==> config.mk <==
export PLATFORM = sky130hd
export DESIGN_NAME = ssp_dp
export DESIGN_NICKNAME = d
export VERILOG_FILES = /design/src/rtl/ssp_pkg.sv /design/src/rtl/ssp_dp.sv
export SDC_FILE = /design/constraint.sdc
export NUM_CORES = 2
export LEC_CHECK = 0
export BUFFER_PORTS_ARGS = -buffer_cell sky130_fd_sc_hd__buf_4
export CORE_UTILIZATION = 41
export CTS_CLUSTER_DIAMETER = 30
export DETAILED_ROUTE_END_ITERATION = 7
export GPL_TIMING_DRIVEN = 0
export PLACE_DENSITY = 0.57
export SLEW_MARGIN = 20
export SYNTH_ARGS = -nofsm -noshare
export SYNTH_HDL_FRONTEND = slang
export SYNTH_SLANG_ARGS = --single-unit
==> constraint.sdc <==
create_clock -name clk -period 7.05 [get_ports clk]
set_input_delay 1.0575 -clock clk [delete_from_list [all_inputs] [get_ports clk]]
set_output_delay 1.0575 -clock clk [all_outputs]
set_load 0.02 [all_outputs]
==> src/rtl/ssp_pkg.sv <==
// Shared types, codes and constants of the state-space predictor.
package ssp_pkg;

    localparam int DEF_ORDER_LIMIT = 8;
    localparam int DEF_MAX_INPUTS  = 4;
    localparam int DEF_MAX_OUTPUTS = 4;

    localparam int STORE_DEPTH = 384;
    localparam int ADDR_W      = 9;
    localparam int COEF_W      = 18;
    localparam int SIG_W       = 16;
    localparam int ERR_W       = 17;
    localparam int STATE_W     = 24;
    localparam int PROD_W      = 42;
    localparam int ACC_W       = 48;
    localparam int CNT_W       = 4;
    localparam int CFG_IDX_W   = 4;
    localparam int CFG_DATA_W  = 4;

    // item opcodes
    localparam logic [1:0] OP_WRITE   = 2'd0;
    localparam logic [1:0] OP_SAMPLE  = 2'd1;
    localparam logic [1:0] OP_RESTART = 2'd2;

    // coefficient blocks
    localparam logic [2:0] SEL_A  = 3'd0;
    localparam logic [2:0] SEL_B  = 3'd1;
    localparam logic [2:0] SEL_C  = 3'd2;
    localparam logic [2:0] SEL_D  = 3'd3;
    localparam logic [2:0] SEL_K  = 3'd4;
    localparam logic [2:0] SEL_X0 = 3'd5;

    // configuration register indexes
    localparam logic [CFG_IDX_W-1:0] REG_MODEL_ORDER  = 4'd0;
    localparam logic [CFG_IDX_W-1:0] REG_INPUT_COUNT  = 4'd1;
    localparam logic [CFG_IDX_W-1:0] REG_OUTPUT_COUNT = 4'd2;
    localparam logic [CFG_IDX_W-1:0] REG_PREDICT_MODE = 4'd3;

    typedef enum logic [3:0] {
        ST_CLEAR,
        ST_IDLE,
        ST_Y,
        ST_DRAIN_Y,
        ST_X,
        ST_DRAIN_X,
        ST_EMIT,
        ST_X0,
        ST_DRAIN_X0
    } ctrl_state_t;

    typedef enum logic [1:0] {
        KIND_Y,
        KIND_X,
        KIND_X0
    } kind_t;

    typedef enum logic [2:0] {
        OPS_X,
        OPS_U,
        OPS_U4,
        OPS_E,
        OPS_ONE,
        OPS_ZERO
    } opsel_t;

    typedef enum logic [2:0] {
        SEG_M,
        SEG_U,
        SEG_K,
        SEG_Z,
        SEG_NONE
    } seg_t;

    typedef struct packed {
        logic              valid;
        logic              first;
        logic              last;
        kind_t             kind;
        opsel_t            opsel;
        logic [CNT_W-1:0]  row;
        logic [CNT_W-1:0]  j;
    } mac_cmd_t;

    typedef struct packed {
        logic              we;
        logic [ADDR_W-1:0] waddr;
        logic [COEF_W-1:0] wdata;
        logic [ADDR_W-1:0] raddr;
    } ram_cmd_t;

    typedef struct packed {
        logic              load_inputs;
        logic              commit;
        logic              emit;
        logic [CNT_W-1:0]  order;
    } dp_ctrl_t;

    typedef struct packed {
        logic busy;
        logic out_full;
    } dp_stat_t;

endpackage

==> src/rtl/ssp_dp.sv <==
// Datapath: shared multiply-accumulate pipeline, state, innovation and result register.
module ssp_dp import ssp_pkg::*; #(
    parameter int ORDER_LIMIT = DEF_ORDER_LIMIT
) (
    input  logic                     clk,
    input  logic                     rst_n,
    input  logic signed [SIG_W-1:0]  u0, u1, u2, u3,
    input  logic signed [SIG_W-1:0]  ym0, ym1, ym2, ym3,
    input  logic signed [COEF_W-1:0] coef_rdata,
    input  mac_cmd_t                 mac_cmd,
    input  dp_ctrl_t                 dp_ctrl,
    output dp_stat_t                 dp_stat,
    output logic                     out_valid,
    input  logic                     out_ready,
    output logic signed [SIG_W-1:0]  pred0, pred1, pred2, pred3,
    output logic                     saturated
);

    localparam int IW = (ORDER_LIMIT > 1) ? $clog2(ORDER_LIMIT) : 1;

    logic signed [SIG_W-1:0]   u_reg [4];
    logic signed [SIG_W-1:0]   ym_reg [4];
    logic signed [SIG_W-1:0]   y_reg [4];
    logic signed [ERR_W-1:0]   e_reg [4];
    logic signed [STATE_W-1:0] x_reg [ORDER_LIMIT];
    logic signed [STATE_W-1:0] xn_reg [ORDER_LIMIT];
    logic                      sat_reg;

    mac_cmd_t                  s1_reg, s2_reg, s3_reg;
    logic signed [STATE_W-1:0] opd_reg, opd_next;
    logic signed [PROD_W-1:0]  prod_reg;
    logic signed [ACC_W-1:0]   acc_reg, acc_next;

    logic signed [ACC_W-1:0]   rnd_full, x0_full;
    logic signed [SIG_W-1:0]   y_clip;
    logic signed [STATE_W-1:0] x_clip;
    logic                      y_ovf, x_ovf;
    logic                      out_valid_reg;

    // operand of the current term
    always_comb
    begin
        case (mac_cmd.opsel)
            OPS_X:   opd_next = x_reg[mac_cmd.j[IW-1:0]];
            OPS_U:   opd_next = STATE_W'(u_reg[mac_cmd.j[1:0]]);
            OPS_U4:  opd_next = STATE_W'(u_reg[mac_cmd.j[1:0]]) <<< 2;
            OPS_E:   opd_next = STATE_W'(e_reg[mac_cmd.j[1:0]]);
            OPS_ONE: opd_next = STATE_W'(1);
            default: opd_next = '0;
        endcase
        acc_next = (s2_reg.first ? ACC_W'(0) : acc_reg) + ACC_W'(prod_reg);
    end

    // round half up, then clip
    always_comb
    begin
        rnd_full = (acc_reg + ACC_W'(8192)) >>> 14;
        x0_full  = (acc_reg + ACC_W'(2)) >>> 2;
        y_ovf    = (rnd_full > ACC_W'(32767)) || (rnd_full < -ACC_W'(32768));
        x_ovf    = (rnd_full > ACC_W'(8388607)) || (rnd_full < -ACC_W'(8388608));
        if (rnd_full > ACC_W'(32767))
            y_clip = 16'sh7fff;
        else if (rnd_full < -ACC_W'(32768))
            y_clip = 16'sh8000;
        else
            y_clip = rnd_full[SIG_W-1:0];
        if (rnd_full > ACC_W'(8388607))
            x_clip = 24'sh7fffff;
        else if (rnd_full < -ACC_W'(8388608))
            x_clip = 24'sh800000;
        else
            x_clip = rnd_full[STATE_W-1:0];
    end

    always_ff @(posedge clk or negedge rst_n)
    begin
        if (!rst_n)
        begin
            s1_reg <= '0;
            s2_reg <= '0;
            s3_reg <= '0;
        end
        else
        begin
            s1_reg <= mac_cmd;
            s2_reg <= s1_reg;
            s3_reg <= s2_reg;
        end
    end

    always_ff @(posedge clk)
    begin
        opd_reg  <= opd_next;
        prod_reg <= PROD_W'(coef_rdata) * PROD_W'(opd_reg);
        if (s2_reg.valid)
            acc_reg <= acc_next;
    end

    // sample inputs, predictions, innovation and new state
    always_ff @(posedge clk)
    begin
        if (dp_ctrl.load_inputs)
        begin
            u_reg[0]  <= u0;  u_reg[1]  <= u1;  u_reg[2]  <= u2;  u_reg[3]  <= u3;
            ym_reg[0] <= ym0; ym_reg[1] <= ym1; ym_reg[2] <= ym2; ym_reg[3] <= ym3;
            for (int k = 0; k < 4; k++)
            begin
                y_reg[k] <= '0;
                e_reg[k] <= '0;
            end
        end
        else if (s3_reg.valid && s3_reg.last && s3_reg.kind == KIND_Y)
        begin
            y_reg[s3_reg.row[1:0]] <= y_clip;
            e_reg[s3_reg.row[1:0]] <= ERR_W'(ym_reg[s3_reg.row[1:0]]) - ERR_W'(y_clip);
        end
        if (s3_reg.valid && s3_reg.last && s3_reg.kind == KIND_X)
            xn_reg[s3_reg.row[IW-1:0]] <= x_clip;
    end

    always_ff @(posedge clk or negedge rst_n)
    begin
        if (!rst_n)
        begin
            for (int k = 0; k < ORDER_LIMIT; k++)
                x_reg[k] <= '0;
            sat_reg <= 1'b0;
        end
        else
        begin
            if (dp_ctrl.commit)
            begin
                for (int k = 0; k < ORDER_LIMIT; k++)
                    if (CNT_W'(k) < dp_ctrl.order)
                        x_reg[k] <= xn_reg[k];
            end
            else if (s3_reg.valid && s3_reg.last && s3_reg.kind == KIND_X0)
                x_reg[s3_reg.row[IW-1:0]] <= x0_full[STATE_W-1:0];

            if (dp_ctrl.load_inputs)
                sat_reg <= 1'b0;
            else if (s3_reg.valid && s3_reg.last && s3_reg.kind == KIND_Y && y_ovf)
                sat_reg <= 1'b1;
            else if (s3_reg.valid && s3_reg.last && s3_reg.kind == KIND_X && x_ovf)
                sat_reg <= 1'b1;
        end
    end

    // result register
    always_ff @(posedge clk or negedge rst_n)
    begin
        if (!rst_n)
            out_valid_reg <= 1'b0;
        else if (dp_ctrl.emit)
            out_valid_reg <= 1'b1;
        else if (out_ready)
            out_valid_reg <= 1'b0;
    end

    always_ff @(posedge clk)
    begin
        if (dp_ctrl.emit)
        begin
            pred0     <= y_reg[0];
            pred1     <= y_reg[1];
            pred2     <= y_reg[2];
            pred3     <= y_reg[3];
            saturated <= sat_reg;
        end
    end

    assign out_valid        = out_valid_reg;
    assign dp_stat.busy     = s1_reg.valid || s2_reg.valid || s3_reg.valid;
    assign dp_stat.out_full = out_valid_reg;

endmodule

==> key figures <==
Run status
  • Status: completed

Synthesis
  • Fraction of registers with async set/reset: 25.6%
  • Mean Syn Cell Area: 11.5 sq um
  • Mapped Nets: 5286
  • Combinational family with the most area after synthesis: adder cells
  • Seq/Total Area, Yosys: 45.6%
  • Syn Std Cell Area: 52000 sq um
  • XOR/XNOR share of the synthesized area: 2.44%
  • Distinct cells, synth: 82
  • Mux contribution to synthesized area: 4.74%
  • Compound-Gate Fraction of Synth Area: 10.0%
  • Synth Area in Adders: 20.5%
  • Post-Synth Simple-Gate Area: 10.9%
  • Yosys warnings: 0
  • Number of enable flip-flop cells after synthesis: 565
  • Synth Flop Type: edfxtp_1
  • Syn Inst Count: 4517
  • Register bit total from synthesis: 848

Global route
  • Number of global-route vias before repair: 38.3k
  • Met1 Track Usage GR: 35.6%
  • Global-route wire length before repair: 247 mm
  • Grt ovf: 0
  • Met3 usage: 5.77%
  • Initial antenna violation count: 3
  • GRT Resource Usage Total: 26.2%
  • M2 GR Usage: 41.3%
  • Gr busiest metal: met2
  • Pin count of the biggest net entering global routing: 90

Route
  • Drt total wl: 165 mm
  • Avg Vias per Cell: 5.52
  • Routed vias: 37.3k
  • DRT Pass-1 Iters: 5
  • Remaining antenna violation count: 0
  • Average wire per standard cell: 24.3 microns
  • DRC viols: 0
  • Starting DRT DRC Count: 3716

Floorplanning
  • Core ar.: 126000 sq um
  • Initial Utilization: 41.4%
  • Die width: 358 microns
  • Die height: 358 microns
  • Die area: 128000 sq um
  • Num rows: 130
  • # IOs: 240

Critical path
  • Setup crit end kind: flip-flop
  • Data required, critical path: 7.68 ns
  • CP max stage delay: 0.65 ns
  • CP Launch Type: input port
  • Arr. time, crit path: 7.64 ns
  • CP dominant cell by count: fa_1
  • Slowest cell on crit path: fa_1
  • Critical path class: input port to flip-flop
  • CP Max Fanout: 10
  • Worst R2R Setup Slack: 0.07 ns
  • Crit-path cells: buf_4 -> clkbuf_4 -> nand2b_1 -> fa_1 -> fa_1 -> inv_1 -> fa_1 -> fa_1 -> fa_1 -> inv_1 -> fa_1 -> inv_1 -> ha_1 -> or2_2 -> a21oi_1 -> a21oi_1 -> nor3_4 -> a21oi_4 -> a211oi_4 -> o2111ai_1 -> a21oi_2 -> xnor2_4

Clock network
  • CTS H-tree lvls: 4
  • Cts hold-fix bufs: 0
  • CTS tree: built
  • Number of CTS-inserted buffers: 185
  • Clock slew at reported path FFs: 0.05 ns
  • TritonCTS Sinks: 848
  • Worst-case clock buffer depth: 3
  • Root buffer selected by CTS: clkbuf_16
  • Worst-skew pair later-pin latency: 0.82 ns

STA
  • Worst-Margin Slew: 1.21 ns
  • RSZ-0062 raised after global routing: yes
  • Tcrit/Tclk final: 99.4%
  • Slew margin rel.: 19.0%
  • Crit path time final: 7.01 ns
  • Setup violations, final: 0
  • Final hold vios: 0
  • F_max: 143 MHz
  • Setup Skew: 0.104 ns
  • Max-slew violation count: 0
  • Setup_tns: 0 ns

Pwr
  • Pwr Density: 509 nW/um^2
  • Worst vdd ir: 544 uV
  • Leakage power: 26.3 nW

Placed design
  • Number of cells after detailed placement: 6424
  • Placed standard-cell area: 56400 sq um
  • Final GP Congestion: 0.941
  • PortBufs: 233
  • Post-DP HPWL: 124 mm

Final layout
  • Fin util: 50.3%
  • Commonest cells after routing, fill and taps aside: 565 x edfxtp_1, 546 x inv_1, 429 x nand2_1, 424 x fa_1, 318 x nor2_1
  • Final cell count without fillers: 6765
  • Antenna diodes: 0
  • # nets final: 5720
  • Area grow syn2layout: 21.7%
  • Commonest non-fill, non-tap cell in the layout: edfxtp_1
  • Post-route cell area: 63300 sq um
  • # fillers: 11.2k
  • Share of layout cells above drive strength 1: 16.7%

Flow run
  • Max capacitance violation total: 0

Worst hold path
  • Hold Crit Class: input port to asynchronous set/reset pin
layer usage:
metal / up-vias / part of all wire, %
met2: 1762 / 46
met5: - / 0.0067
met4: 2 / 3.5
li1: 16400 / -
met1: 18900 / 41
met3: 317 / 8.7
worst paths after layout:
path                                start           end  cells after the start
max                        coef_rdata[17]  prod_reg[41]                     22
min                                 rst_n     x_reg[19]                      1
max reg2reg                   opd_reg[17]  prod_reg[41]                     23
min reg2reg                     s2_reg[5]     s3_reg[5]                      0
max in group asynchronous           rst_n    x_reg[147]                      2
min in group clk                s2_reg[5]     s3_reg[5]                      0
synth_stat cells, types with 5 or more instances:
| master | n | area, sq um |
|---|---|---|
| a2111oi_0 | 6 | 52.6 |
| a211oi_1 | 17 | 128 |
| a21o_1 | 36 | 270 |
| a21oi_1 | 222 | 1110 |
| a22oi_1 | 217 | 1630 |
| a31oi_1 | 9 | 56.3 |
| and2_1 | 150 | 938 |
| and3_1 | 19 | 119 |
| buf_1 | 16 | 60.1 |
| buf_2 | 10 | 50.1 |
| clkbuf_1 | 206 | 773 |
| dfrtp_1 | 217 | 5430 |
| dfxtp_1 | 66 | 1320 |
| edfxtp_1 | 565 | 17000 |
| fa_1 | 427 | 8550 |
| ha_1 | 170 | 2130 |
| inv_1 | 546 | 2050 |
| mux2i_1 | 27 | 270 |
| mux4_2 | 97 | 2180 |
| nand2_1 | 429 | 1610 |
| nand2b_1 | 26 | 163 |
| nand3_1 | 45 | 225 |
| nand3b_1 | 5 | 37.5 |
| nand4_1 | 19 | 119 |
| nor2_1 | 324 | 1220 |
| nor2b_1 | 79 | 494 |
| nor3_1 | 56 | 280 |
| nor4_1 | 11 | 68.8 |
| o211ai_1 | 11 | 82.6 |
| o21a_1 | 19 | 143 |
| o21ai_0 | 184 | 921 |
| o21ba_2 | 6 | 60.1 |
| o21ba_4 | 8 | 130 |
| o21bai_1 | 13 | 97.6 |
| o22ai_1 | 7 | 43.8 |
| o31ai_1 | 10 | 75.1 |
| or3_1 | 12 | 75.1 |
| xnor2_1 | 96 | 841 |
| xor2_1 | 49 | 429 |
report_power, final:
part	total [mW]	internal [mW]	leakage [nW]	switching (mW)
combinational	16.4	6.30	14.5	10.1
clock	8.78	5.73	3.14	3.05
sequential	7.04	6.45	8.65	0.593
cell type report:
class	count	area [sq um]	share of cell area, %
multi-input cells	2883	25600	40.5
clock buffers	231	5050	7.98
well taps	1650	2060	3.26
repair buffers	259	2200	3.47
plain buffers	227	1010	1.60
inverters	547	2050	3.25
flip-flops and latches	848	23800	37.6
clock inverters	120	1470	2.32
critical path: cells and delay by family:
family | cells | cell delay, ns
fa+ha+maj | 7 | 3.74
buf+inv | 5 | 0.65
simple gates | 3 | 0.85
compound gates | 6 | 1.16
xor+xnor | 1 | 0.15
stage by stage:
| step | hold slack (ns) | setup WS, ns | power, mW |
|---|---|---|---|
| floorplan | 0.331 | 0.0920 | 17.4 |
| global placement | 0.335 | -1.98 | 22.5 |
| detailed placement | 0.336 | -1.93 | 22.5 |
| CTS | 0.205 | -0.116 | 31.7 |
| global route | 0.229 | -0.0808 | 34.4 |
| finish | 0.212 | 0.0410 | 32.2 |
repair_timing:
item | CTS | global route
setup buffers | 0 | 2
resized for setup | 82 | 87
pin swaps | 2 | 7
endpoints found under the setup margin | 27 | 20
kinds of logic after synthesis:
kind of cell	count (synthesis)
AOI/OAI and AO/OA	811
xor gates and xnor gates	145
adders and majority gates	597
buffers and inverters	786
DFF	848
muxes	125
and+or+nand+nor	1205
Power figures use the tool's default switching activity.
