File: config.mk
export PLATFORM = sky130hd
export DESIGN_NAME = ssp_ctrl
export DESIGN_NICKNAME = d
export VERILOG_FILES = /design/src/rtl/ssp_pkg.sv /design/src/rtl/ssp_ctrl.sv
export SDC_FILE = /design/constraint.sdc
export NUM_CORES = 1
export LEC_CHECK = 0
export ABC_AREA = 1
export ABC_CLOCK_PERIOD_IN_PS = 2100
export BUFFER_PORTS_ARGS = -buffer_cell sky130_fd_sc_hd__buf_2
export CAP_MARGIN = 20
export CORE_MARGIN = 10
export CORE_UTILIZATION = 44
export CTS_BUF_LIST = sky130_fd_sc_hd__clkbuf_2
export CTS_CLUSTER_DIAMETER = 80
export DETAILED_ROUTE_END_ITERATION = 12
export PLACE_DENSITY = 0.76
export SLEW_MARGIN = 25
export SYNTH_ARGS = -nofsm -noshare
export SYNTH_HDL_FRONTEND = slang
export SYNTH_SLANG_ARGS = --single-unit
File: constraint.sdc
create_clock -name clk -period 2.1 [get_ports clk]
set_input_delay 0 -clock clk [delete_from_list [all_inputs] [get_ports clk]]
set_output_delay 0 -clock clk [all_outputs]
set_load 0.005 [all_outputs]
File: src/rtl/ssp_pkg.sv
// Shared types, codes and constants of the state-space predictor.
package ssp_pkg;

    localparam int DEF_ORDER_LIMIT = 8;
    localparam int DEF_MAX_INPUTS  = 4;
    localparam int DEF_MAX_OUTPUTS = 4;

    localparam int STORE_DEPTH = 384;
    localparam int ADDR_W      = 9;
    localparam int COEF_W      = 18;
    localparam int SIG_W       = 16;
    localparam int ERR_W       = 17;
    localparam int STATE_W     = 24;
    localparam int PROD_W      = 42;
    localparam int ACC_W       = 48;
    localparam int CNT_W       = 4;
    localparam int CFG_IDX_W   = 4;
    localparam int CFG_DATA_W  = 4;

    // item opcodes
    localparam logic [1:0] OP_WRITE   = 2'd0;
    localparam logic [1:0] OP_SAMPLE  = 2'd1;
    localparam logic [1:0] OP_RESTART = 2'd2;

    // coefficient blocks
    localparam logic [2:0] SEL_A  = 3'd0;
    localparam logic [2:0] SEL_B  = 3'd1;
    localparam logic [2:0] SEL_C  = 3'd2;
    localparam logic [2:0] SEL_D  = 3'd3;
    localparam logic [2:0] SEL_K  = 3'd4;
    localparam logic [2:0] SEL_X0 = 3'd5;

    // configuration register indexes
    localparam logic [CFG_IDX_W-1:0] REG_MODEL_ORDER  = 4'd0;
    localparam logic [CFG_IDX_W-1:0] REG_INPUT_COUNT  = 4'd1;
    localparam logic [CFG_IDX_W-1:0] REG_OUTPUT_COUNT = 4'd2;
    localparam logic [CFG_IDX_W-1:0] REG_PREDICT_MODE = 4'd3;

    typedef enum logic [3:0] {
        ST_CLEAR,
        ST_IDLE,
        ST_Y,
        ST_DRAIN_Y,
        ST_X,
        ST_DRAIN_X,
        ST_EMIT,
        ST_X0,
        ST_DRAIN_X0
    } ctrl_state_t;

    typedef enum logic [1:0] {
        KIND_Y,
        KIND_X,
        KIND_X0
    } kind_t;

    typedef enum logic [2:0] {
        OPS_X,
        OPS_U,
        OPS_U4,
        OPS_E,
        OPS_ONE,
        OPS_ZERO
    } opsel_t;

    typedef enum logic [2:0] {
        SEG_M,
        SEG_U,
        SEG_K,
        SEG_Z,
        SEG_NONE
    } seg_t;

    typedef struct packed {
        logic              valid;
        logic              first;
        logic              last;
        kind_t             kind;
        opsel_t            opsel;
        logic [CNT_W-1:0]  row;
        logic [CNT_W-1:0]  j;
    } mac_cmd_t;

    typedef struct packed {
        logic              we;
        logic [ADDR_W-1:0] waddr;
        logic [COEF_W-1:0] wdata;
        logic [ADDR_W-1:0] raddr;
    } ram_cmd_t;

    typedef struct packed {
        logic              load_inputs;
        logic              commit;
        logic              emit;
        logic [CNT_W-1:0]  order;
    } dp_ctrl_t;

    typedef struct packed {
        logic busy;
        logic out_full;
    } dp_stat_t;

endpackage

File: src/rtl/ssp_ctrl.sv
// Controller: configuration registers, clearing sweep and term sequencer.
module ssp_ctrl import ssp_pkg::*; #(
    parameter int ORDER_LIMIT = DEF_ORDER_LIMIT,
    parameter int MAX_INPUTS  = DEF_MAX_INPUTS,
    parameter int MAX_OUTPUTS = DEF_MAX_OUTPUTS
) (
    input  logic                  clk,
    input  logic                  rst_n,
    input  logic                  in_valid,
    output logic                  in_ready,
    input  logic [1:0]            op,
    input  logic [2:0]            coef_sel,
    input  logic [5:0]            coef_addr,
    input  logic signed [17:0]    coef_value,
    input  logic                  cfg_valid,
    output logic                  cfg_ready,
    input  logic [CFG_IDX_W-1:0]  cfg_index,
    input  logic [CFG_DATA_W-1:0] cfg_data,
    output ram_cmd_t              ram_cmd,
    output mac_cmd_t              mac_cmd,
    output dp_ctrl_t              dp_ctrl,
    input  dp_stat_t              dp_stat
);

    localparam int ORDER_CAP = (ORDER_LIMIT < 8) ? ORDER_LIMIT : 8;

    ctrl_state_t       state_reg, state_next;
    logic [3:0]        order_reg;
    logic [2:0]        inputs_reg, outputs_reg;
    logic              mode_reg;
    logic [ADDR_W-1:0] clr_reg, clr_next;
    logic [CNT_W-1:0]  i_reg, i_next, j_reg, j_next;
    seg_t              seg_reg, seg_next;

    logic [CNT_W-1:0]  n_cnt, r_cnt, m_cnt, rows, seg_len;
    logic              accept, k_on, j_last, row_last, is_x;
    seg_t              nseg, first_y;
    logic [2:0]        msel;

    assign accept    = in_valid && in_ready;
    assign cfg_ready = 1'b1;

    // clamp the counts
    always_comb
    begin
        n_cnt = (order_reg > CNT_W'(ORDER_CAP)) ? CNT_W'(ORDER_CAP) : order_reg;
        r_cnt = (inputs_reg > 3'(MAX_INPUTS)) ? CNT_W'(MAX_INPUTS) : CNT_W'(inputs_reg);
        m_cnt = (outputs_reg > 3'(MAX_OUTPUTS)) ? CNT_W'(MAX_OUTPUTS) : CNT_W'(outputs_reg);
        k_on  = mode_reg && (m_cnt != '0);
    end

    always_ff @(posedge clk or negedge rst_n)
    begin
        if (!rst_n)
        begin
            order_reg   <= 4'd1;
            inputs_reg  <= 3'd1;
            outputs_reg <= 3'd1;
            mode_reg    <= 1'b1;
        end
        else if (cfg_valid && cfg_ready)
        begin
            case (cfg_index)
                REG_MODEL_ORDER:  order_reg   <= cfg_data;
                REG_INPUT_COUNT:  inputs_reg  <= cfg_data[2:0];
                REG_OUTPUT_COUNT: outputs_reg <= cfg_data[2:0];
                REG_PREDICT_MODE: mode_reg    <= cfg_data[0];
                default: ;
            endcase
        end
    end

    // term sequence of one row
    always_comb
    begin
        is_x    = (state_reg == ST_X);
        first_y = (n_cnt != '0) ? SEG_M : ((r_cnt != '0) ? SEG_U : SEG_Z);
        case (seg_reg)
            SEG_M:   seg_len = n_cnt;
            SEG_U:   seg_len = r_cnt;
            SEG_K:   seg_len = m_cnt;
            default: seg_len = CNT_W'(1);
        endcase
        case (seg_reg)
            SEG_M:   nseg = (r_cnt != '0) ? SEG_U : ((is_x && k_on) ? SEG_K : SEG_NONE);
            SEG_U:   nseg = (is_x && k_on) ? SEG_K : SEG_NONE;
            default: nseg = SEG_NONE;
        endcase
        rows     = (state_reg == ST_Y) ? m_cnt : n_cnt;
        j_last   = (j_reg + CNT_W'(1)) == seg_len;
        row_last = (i_reg + CNT_W'(1)) == rows;
    end

    // next state
    always_comb
    begin
        state_next = state_reg;
        case (state_reg)
            ST_CLEAR:
                if (clr_reg == ADDR_W'(STORE_DEPTH - 1))
                    state_next = ST_IDLE;
            ST_IDLE:
                if (accept && op == OP_SAMPLE)
                    state_next = (m_cnt != '0) ? ST_Y : ST_DRAIN_Y;
                else if (accept && op == OP_RESTART && n_cnt != '0)
                    state_next = ST_X0;
            ST_Y:
                if (j_last && nseg == SEG_NONE && row_last)
                    state_next = ST_DRAIN_Y;
            ST_DRAIN_Y:
                if (!dp_stat.busy)
                    state_next = (n_cnt != '0) ? ST_X : ST_EMIT;
            ST_X:
                if (j_last && nseg == SEG_NONE && row_last)
                    state_next = ST_DRAIN_X;
            ST_DRAIN_X:
                if (!dp_stat.busy)
                    state_next = ST_EMIT;
            ST_EMIT:
                if (!dp_stat.out_full)
                    state_next = ST_IDLE;
            ST_X0:
                if (row_last)
                    state_next = ST_DRAIN_X0;
            ST_DRAIN_X0:
                if (!dp_stat.busy)
                    state_next = ST_IDLE;
            default:
                state_next = ST_IDLE;
        endcase
    end

    // counters
    always_comb
    begin
        clr_next = clr_reg;
        i_next   = i_reg;
        j_next   = j_reg;
        seg_next = seg_reg;
        case (state_reg)
            ST_CLEAR:
                clr_next = clr_reg + ADDR_W'(1);
            ST_IDLE:
            begin
                i_next   = '0;
                j_next   = '0;
                seg_next = (op == OP_SAMPLE) ? first_y : SEG_Z;
            end
            ST_Y, ST_X:
                if (!j_last)
                    j_next = j_reg + CNT_W'(1);
                else if (nseg != SEG_NONE)
                begin
                    j_next   = '0;
                    seg_next = nseg;
                end
                else
                begin
                    j_next   = '0;
                    i_next   = i_reg + CNT_W'(1);
                    seg_next = is_x ? SEG_M : first_y;
                end
            ST_DRAIN_Y:
            begin
                i_next   = '0;
                j_next   = '0;
                seg_next = SEG_M;
            end
            ST_X0:
                i_next = i_reg + CNT_W'(1);
            default: ;
        endcase
    end

    always_ff @(posedge clk or negedge rst_n)
    begin
        if (!rst_n)
        begin
            state_reg <= ST_CLEAR;
            clr_reg   <= '0;
            i_reg     <= '0;
            j_reg     <= '0;
            seg_reg   <= SEG_NONE;
        end
        else
        begin
            state_reg <= state_next;
            clr_reg   <= clr_next;
            i_reg     <= i_next;
            j_reg     <= j_next;
            seg_reg   <= seg_next;
        end
    end

    // outputs
    always_comb
    begin
        in_ready = (state_reg == ST_IDLE);

        ram_cmd.we    = 1'b0;
        ram_cmd.waddr = clr_reg;
        ram_cmd.wdata = '0;
        if (state_reg == ST_CLEAR)
            ram_cmd.we = 1'b1;
        else if (accept && op == OP_WRITE && coef_sel <= SEL_X0)
        begin
            ram_cmd.we    = 1'b1;
            ram_cmd.waddr = {coef_sel, coef_addr};
            ram_cmd.wdata = coef_value;
        end

        mac_cmd.valid = (state_reg inside {ST_Y, ST_X, ST_X0});
        mac_cmd.first = (j_reg == '0) && (seg_reg == (is_x ? SEG_M : first_y)
                        || state_reg == ST_X0);
        mac_cmd.last  = (state_reg == ST_X0) || (j_last && nseg == SEG_NONE);
        mac_cmd.row   = i_reg;
        mac_cmd.j     = j_reg;
        mac_cmd.kind  = KIND_Y;
        mac_cmd.opsel = OPS_ZERO;
        msel          = SEL_C;
        case (state_reg)
            ST_Y:
                case (seg_reg)
                    SEG_M:   begin msel = SEL_C; mac_cmd.opsel = OPS_X;  end
                    SEG_U:   begin msel = SEL_D; mac_cmd.opsel = OPS_U4; end
                    default: begin msel = SEL_C; mac_cmd.opsel = OPS_ZERO; end
                endcase
            ST_X:
            begin
                mac_cmd.kind = KIND_X;
                case (seg_reg)
                    SEG_M:   begin msel = SEL_A; mac_cmd.opsel = OPS_X; end
                    SEG_U:   begin msel = SEL_B; mac_cmd.opsel = OPS_U; end
                    default: begin msel = SEL_K; mac_cmd.opsel = OPS_E; end
                endcase
            end
            ST_X0:
            begin
                mac_cmd.kind  = KIND_X0;
                mac_cmd.opsel = OPS_ONE;
                msel          = SEL_X0;
            end
            default: ;
        endcase
        ram_cmd.raddr = (state_reg == ST_X0) ? {msel, i_reg[2:0], 3'd0}
                                             : {msel, i_reg[2:0], j_reg[2:0]};

        dp_ctrl.load_inputs = accept && op == OP_SAMPLE;
        dp_ctrl.commit      = (state_reg == ST_DRAIN_X) && !dp_stat.busy;
        dp_ctrl.emit        = (state_reg == ST_EMIT) && !dp_stat.out_full;
        dp_ctrl.order       = n_cnt;
    end

endmodule

==> impl_metrics.toml, run 1 <==
[status]
status = "finished with violations"
violations = "hold timing"

[logic_synthesis]
ys_seq_area_frac = 0.325
syn-cell-area_um2 = 2710
async_reset_ff_frac = 1.00
ys_warn_count = 0
syn_inst = 415
yosys.area.top_type = "dfrtp_1"
synth_area_leaders = "dfrtp_1 (28%), nand2_1 (16%), inv_1 (8.6%), nand3_1 (7.4%), nor2_1 (6.1%)"
ys_types = 35
synth_nets = 462
yosysTopAreaCellShare = 0.277
post_synth.cell_area_avg_um2 = 6.53
synth_edf_count = 0
synth_seq_cells = 35
synth_flop_cell = "dfrtp_1"

[global_routing]
grt_pass1_wl_um = 15300
grt_pass1_vias = 3156
grt_usage = 0.186
grt_max_degree = 36
antenna_found_initial = 0
overflow = 0

[worst_setup_path]
critPathSlowestCell = "dfrtp_1"
end_kind = "output pin"
path_class = "flip-flop to output pin"
worstPathCellList = "inv_2 -> nand2_4 -> nor2_8 -> nand2_4 -> nor2_4 -> inv_2 -> nor2_4 -> buf_12 -> clkinvlp_4 -> buf_6 -> nor2_2 -> buf_2"
worstSetupStartpoint = "state_reg[2]"
critical_path.max_stage_delay_ps = 460
required_ps = 2100
worstPathArrival_ps = 2060
r2r-start = "state_reg[3]"
setup.worst_path.start_class = "flip-flop"
reg2regPathDepth = 13
crit-reg2reg-capture = "seg_reg[0]"
worstPathMaxFanout = 8
rrSetupSlack_ps = 140
crit_end = "ram_cmd[24]"

[sta]
rsz0062_at_grt = "yes"
hold_ws_ps = -5.42
finalHoldViolCount = 1
max_slew_margin = 0.483
setup_viol = 0
report.final.slew_viol_count = 0
worst_slew_pin_slew_ps = 776
clock_skew_ps = 37.1
period_needed_ps = 2060
finalCritPeriodShare = 0.979
fmax_mhz = 486

[drt]
drt-initial-drc-count = 321
drt-wirelength-per-cell_um = 15.2
ant_nets = 0
drc_errors = 0
vias = 3286
routed_via_density = 5.22
dr.pass1.iters = 6
wirelength_um = 9600

[clock_network]
clockBufferDepth = 2
insertion_delay_ps = 430
cts_tree = "built"
cts.sinks = 35
cts-root-buf = "clkbuf_2"
h-tree-depth = 2
numCtsBuffers = 5
path_clk_slew_ps = 240

[floorplan]
fp-row-count = 28
core_um2 = 5960
die_x_um = 98.5
dieArea_um2 = 9700
start_util = 0.455
die_h_um = 98.5
io_pins = 105

[hold_path]
min_path_type = "input pin to flip-flop"

[finish]
syn2layout_area_growth_pct = 39.9
drive_gt1_frac = 0.360
fin_cells = 630
largest_reg_flops = 9
antennaDiodeCount = 0
final_net_count = 601

[pwr]
pwr-share-comb = 0.188
p_clk_frac = 0.305
peakVddDrop_uv = 392
switchingPower_mw = 0.483
total_power_mw = 1.54
p_int_mw = 1.06
power_density_nw_per_um2 = 406
p_sw_frac = 0.314
power_frac_seq = 0.508
cellLeakagePower_nw = 2.14

[placed_design]
gp_congestion = 1.02
portBuffers = 103
hpwl_um = 7060
dp_cells = 587

[flow_run]
cap_violations = 0
==> power groups by stage <==
stage / Sequential (mW) / Clock (mW) / Combinational, mW
3_3_place_gp: 0.787 / 0 / 0.241
5_1_grt: 0.789 / 0.497 / 0.331
2_1_floorplan: 0.772 / 0 / 0.140
4_1_cts: 0.777 / 0.465 / 0.273
3_5_place_dp: 0.790 / 0 / 0.245
6_report: 0.781 / 0.469 / 0.289
==> worst min-delay path by stage <==
stage                       from             to  slack, ps  cells after the start
global placement           rst_n     clr_reg[5]        120                      1
detailed placement         rst_n     clr_reg[7]        130                      1
floorplan                  rst_n     clr_reg[0]       -300                      0
global route        cfg_index[2]  inputs_reg[2]         40                      4
CTS                 cfg_index[2]  inputs_reg[1]        0.5                      4
finish              cfg_index[2]  inputs_reg[1]         -5                      4
==> synth_stat cells, types with 2 or more instances <==
| library cell | number |
|---|---|
| nor2_4 | 3 |
| buf_2 | 3 |
| nand3_1 | 40 |
| ha_1 | 4 |
| dfstp_2 | 5 |
| nor3_1 | 2 |
| inv_2 | 7 |
| a21oi_1 | 6 |
| nand2_1 | 115 |
| buf_4 | 5 |
| a31oi_1 | 2 |
| nor2_2 | 8 |
| nand2_4 | 3 |
| xnor2_1 | 2 |
| xor2_1 | 7 |
| inv_1 | 62 |
| dfrtp_1 | 30 |
| nand2_2 | 7 |
| o2111ai_1 | 2 |
| nand4_1 | 19 |
| o22ai_1 | 4 |
| nor2_1 | 44 |
| o21ai_0 | 23 |
==> layout make-up <==
class | instances | area, µm²
Clock inverter | 2 | 37.5
Timing Repair Buffer | 140 | 857
Tap cell | 75 | 93.8
Inverter | 70 | 274
Clock buffer | 6 | 30.0
Sequential cell | 35 | 890
Timing Repair inverter | 2 | 15.0
Multi-Input combinational cell | 300 | 1600
Fill cell | 552 | 2160
==> critical path, delay by kind of cell, from the launching register on <==
family                 cells  cell delay (ps)
buffers and inverters      6              640
and+or+nand+nor            6              510
DFF                        1              460
==> timing repair <==
item | in CTS | in global routing
pin swaps | 6 | 11
gates cloned | 2 | 1
hold buffers | 13 | 0
gates resized for setup | 11 | 33
buffers inserted | 16 | 3
endpoints found under the hold margin | 42 | 0
setup endpoints to repair | 29 | 35
==> per-stage QoR <==
| stage | hold slack [ps] | setup slack (ps) | area, µm² | setup TNS, ps | utilization |
|---|---|---|---|---|---|
| floorplan | -296 | 422 | 2710 | 0 | - |
| global placement | 121 | 300 | 3290 | 0 | 0.552 |
| detailed placement | 131 | 269 | 3290 | 0 | 0.552 |
| CTS | 0.520 | -10.4 | 3650 | -63.3 | 0.613 |
| global route | 43.9 | -33.1 | 3790 | -108 | 0.637 |
| finish | -5.42 | 43.3 | 3790 | 0 | 0.637 |
==> logic make-up after synthesis <==
kind of cell	count (synthesis)	synth area share
buf+inv	80	0.120
fa+ha+maj	4	0.0185
flops	35	0.325
xor+xnor	9	0.0291
compound gates	42	0.0904
simple gates	244	0.415
other cells	1	0.00138
==> placed cells by master, fill, tap and decap left out, types with 3 or more instances in the layout <==
| cell | synthesis | layout |
|---|---|---|
| dfrtp_2 | 0 | 6 |
| o21ai_0 | 23 | 22 |
| nand2_1 | 115 | 110 |
| dfrtp_1 | 30 | 24 |
| inv_1 | 62 | 59 |
| o22ai_1 | 4 | 4 |
| buf_4 | 5 | 18 |
| a21oi_1 | 6 | 5 |
| nor2_1 | 44 | 38 |
| clkinvlp_4 | 0 | 4 |
| nand3_1 | 40 | 37 |
| buf_6 | 0 | 5 |
| nor2_2 | 8 | 8 |
| nand2_4 | 3 | 5 |
| inv_4 | 1 | 3 |
| dlygate4sd3_1 | 0 | 13 |
| nand3_2 | 1 | 4 |
| nand4_1 | 19 | 19 |
| clkbuf_2 | 1 | 6 |
| dfstp_2 | 5 | 5 |
| xor2_1 | 7 | 7 |
| ha_1 | 4 | 3 |
| buf_2 | 3 | 103 |
| nor2_4 | 3 | 9 |
| inv_2 | 7 | 7 |
| nand2_2 | 7 | 10 |
==> routing by layer <==
metal  vias to the layer above  wire, µm  track usage
li1                       1594         -            -
met2                       151      4920        0.333
met1                      1521      3690        0.214
met5                         -         0            0
met4                         0       202       0.0573
met3                        20       788       0.0405
Note: power is estimated with default switching activity, not from simulation.
==> run 2: changes to the inputs <==
CORE_MARGIN = 2   (was 10)
==> impl_metrics.toml, run 2 (synthesis gave the netlist of run 1 again) <==
[floorplan]
io_pins = 105
start_util = 0.455
die_x_um = 82.5
core_um2 = 5960
dieArea_um2 = 6810
die_h_um = 82.5
fp-row-count = 28

[clock_network]
cts-root-buf = "clkbuf_2"
insertion_delay_ps = 400
clockBufferDepth = 2
numCtsBuffers = 5
path_clk_slew_ps = 200
h-tree-depth = 2
cts_tree = "built"
cts.sinks = 35

[drt]
drc_errors = 0
drt-wirelength-per-cell_um = 13.3
drt-initial-drc-count = 267
wirelength_um = 8390
dr.pass1.iters = 6
ant_nets = 0
vias = 3290
routed_via_density = 5.22

[worst_setup_path]
setup.worst_path.start_class = "flip-flop"
path_class = "flip-flop to output pin"
worstPathArrival_ps = 2030
end_kind = "output pin"
required_ps = 2100
worstPathMaxFanout = 6

[finish]
layout_common_cells = "nand2_1 (109), buf_2 (103), inv_1 (59)"
final_net_count = 601
fill_cells = 557
antennaDiodeCount = 0
syn2layout_area_growth_pct = 37.4
drive_gt1_frac = 0.351
final_common_cell = "nand2_1"
fin_cells = 630
largest_reg_flops = 9

[global_routing]
grt_usage = 0.257
gr-usage-met3 = 0.0511
grt_max_degree = 36
grt_pass1_wl_um = 13600
met2_usage = 0.427
grt_pass1_vias = 3007
grt.busiest_layer = "met2"
antenna_found_initial = 0
met1_usage = 0.335
overflow = 0

[pwr]
peakVddDrop_uv = 336
power_density_nw_per_um2 = 378
cellLeakagePower_nw = 2.11

[sta]
period_needed_ps = 2030
tns_ps = 0
layout_setup_ws_ps = 70.3
report.final.slew_viol_count = 0
max_slew_margin = 0.479
fmax_mhz = 493
hold_ws_ps = 14.2
finalCritPeriodShare = 0.967
clock_skew_ps = 15.5
rsz0062_at_grt = "yes"
finalHoldViolCount = 0
setup_viol = 0
worst_slew_pin_slew_ps = 781

[placed_design]
portBuffers = 103
dp_cells = 586
gp_congestion = 0.967
dp_slack_ps = 254
hpwl_um = 6160

[status]
status = "completed"

[hold_path]
min_path_type = "input pin to flip-flop"

[flow_run]
cap_violations = 0
## run 2: area by class of cell
| cell class | instances | area [µm²] | area share |
|---|---|---|---|
| Tap cell | 75 | 93.8 | 0.0252 |
| Sequential cell | 35 | 888 | 0.238 |
| Clock buffer | 5 | 25.0 | 0.00672 |
| Multi-Input combinational cell | 300 | 1570 | 0.421 |
| Timing Repair inverter | 3 | 22.5 | 0.00605 |
| Clock inverter | 3 | 20.0 | 0.00537 |
| Timing Repair Buffer | 139 | 836 | 0.224 |
| Inverter | 70 | 272 | 0.0729 |
## run 2: critical path, cell delays in order (launching register included)
cell,delay [ps]
dfrtp_1,440
inv_2,100
nand2_4,70
nor2_8,100
nand2_4,80
nor2_4,90
inv_2,60
nor2_4,100
buf_12,140
clkinvlp_4,180
nor2_2,140
buf_2,120
## run 2: metrics by stage
step	total power [mW]	area, µm²	util
CTS	1.38	3560	0.598
detailed placement	1.03	3280	0.551
finish	1.41	3720	0.625
global placement	1.03	3280	0.551
floorplan	0.912	2710	-
global route	1.49	3720	0.625
## run 2: path summary, 6_finish.rpt
| kind | startpoint | endpoint | slack [ps] | depth (start not counted) |
|---|---|---|---|---|
| min in group asynchronous | rst_n | clr_reg[2] | 180 | 2 |
| worst max register to register | state_reg[2] | state_reg[1] | 180 | 13 |
| worst min register to register | clr_reg[4] | clr_reg[4] | 510 | 1 |
| max in group asynchronous | rst_n | seg_reg[0] | 1360 | 2 |
| worst max-delay path | state_reg[3] | ram_cmd[22] | 70 | 11 |
| worst min-delay path | cfg_index[1] | inputs_reg[0] | 10 | 4 |
## run 2: report_power, final
part	switching (mW)	internal [mW]	total [mW]
registers	0.0489	0.731	0.780
clock network	0.251	0.0787	0.330
logic	0.171	0.127	0.298
## run 2: metal layers
layer  wire length (µm)  part of all wire
met3                499             0.059
met1               3640              0.43
met5                  0                 0
met2               4070              0.48
met4                189             0.023
## run 2: timing repair
item	in CTS	in global routing
pin swaps	4	12
setup buffers	8	13
gates cloned	3	0
setup endpoints to repair	29	31
gates resized for setup	10	23
hold buffers	12	0
endpoints found under the hold margin	42	0
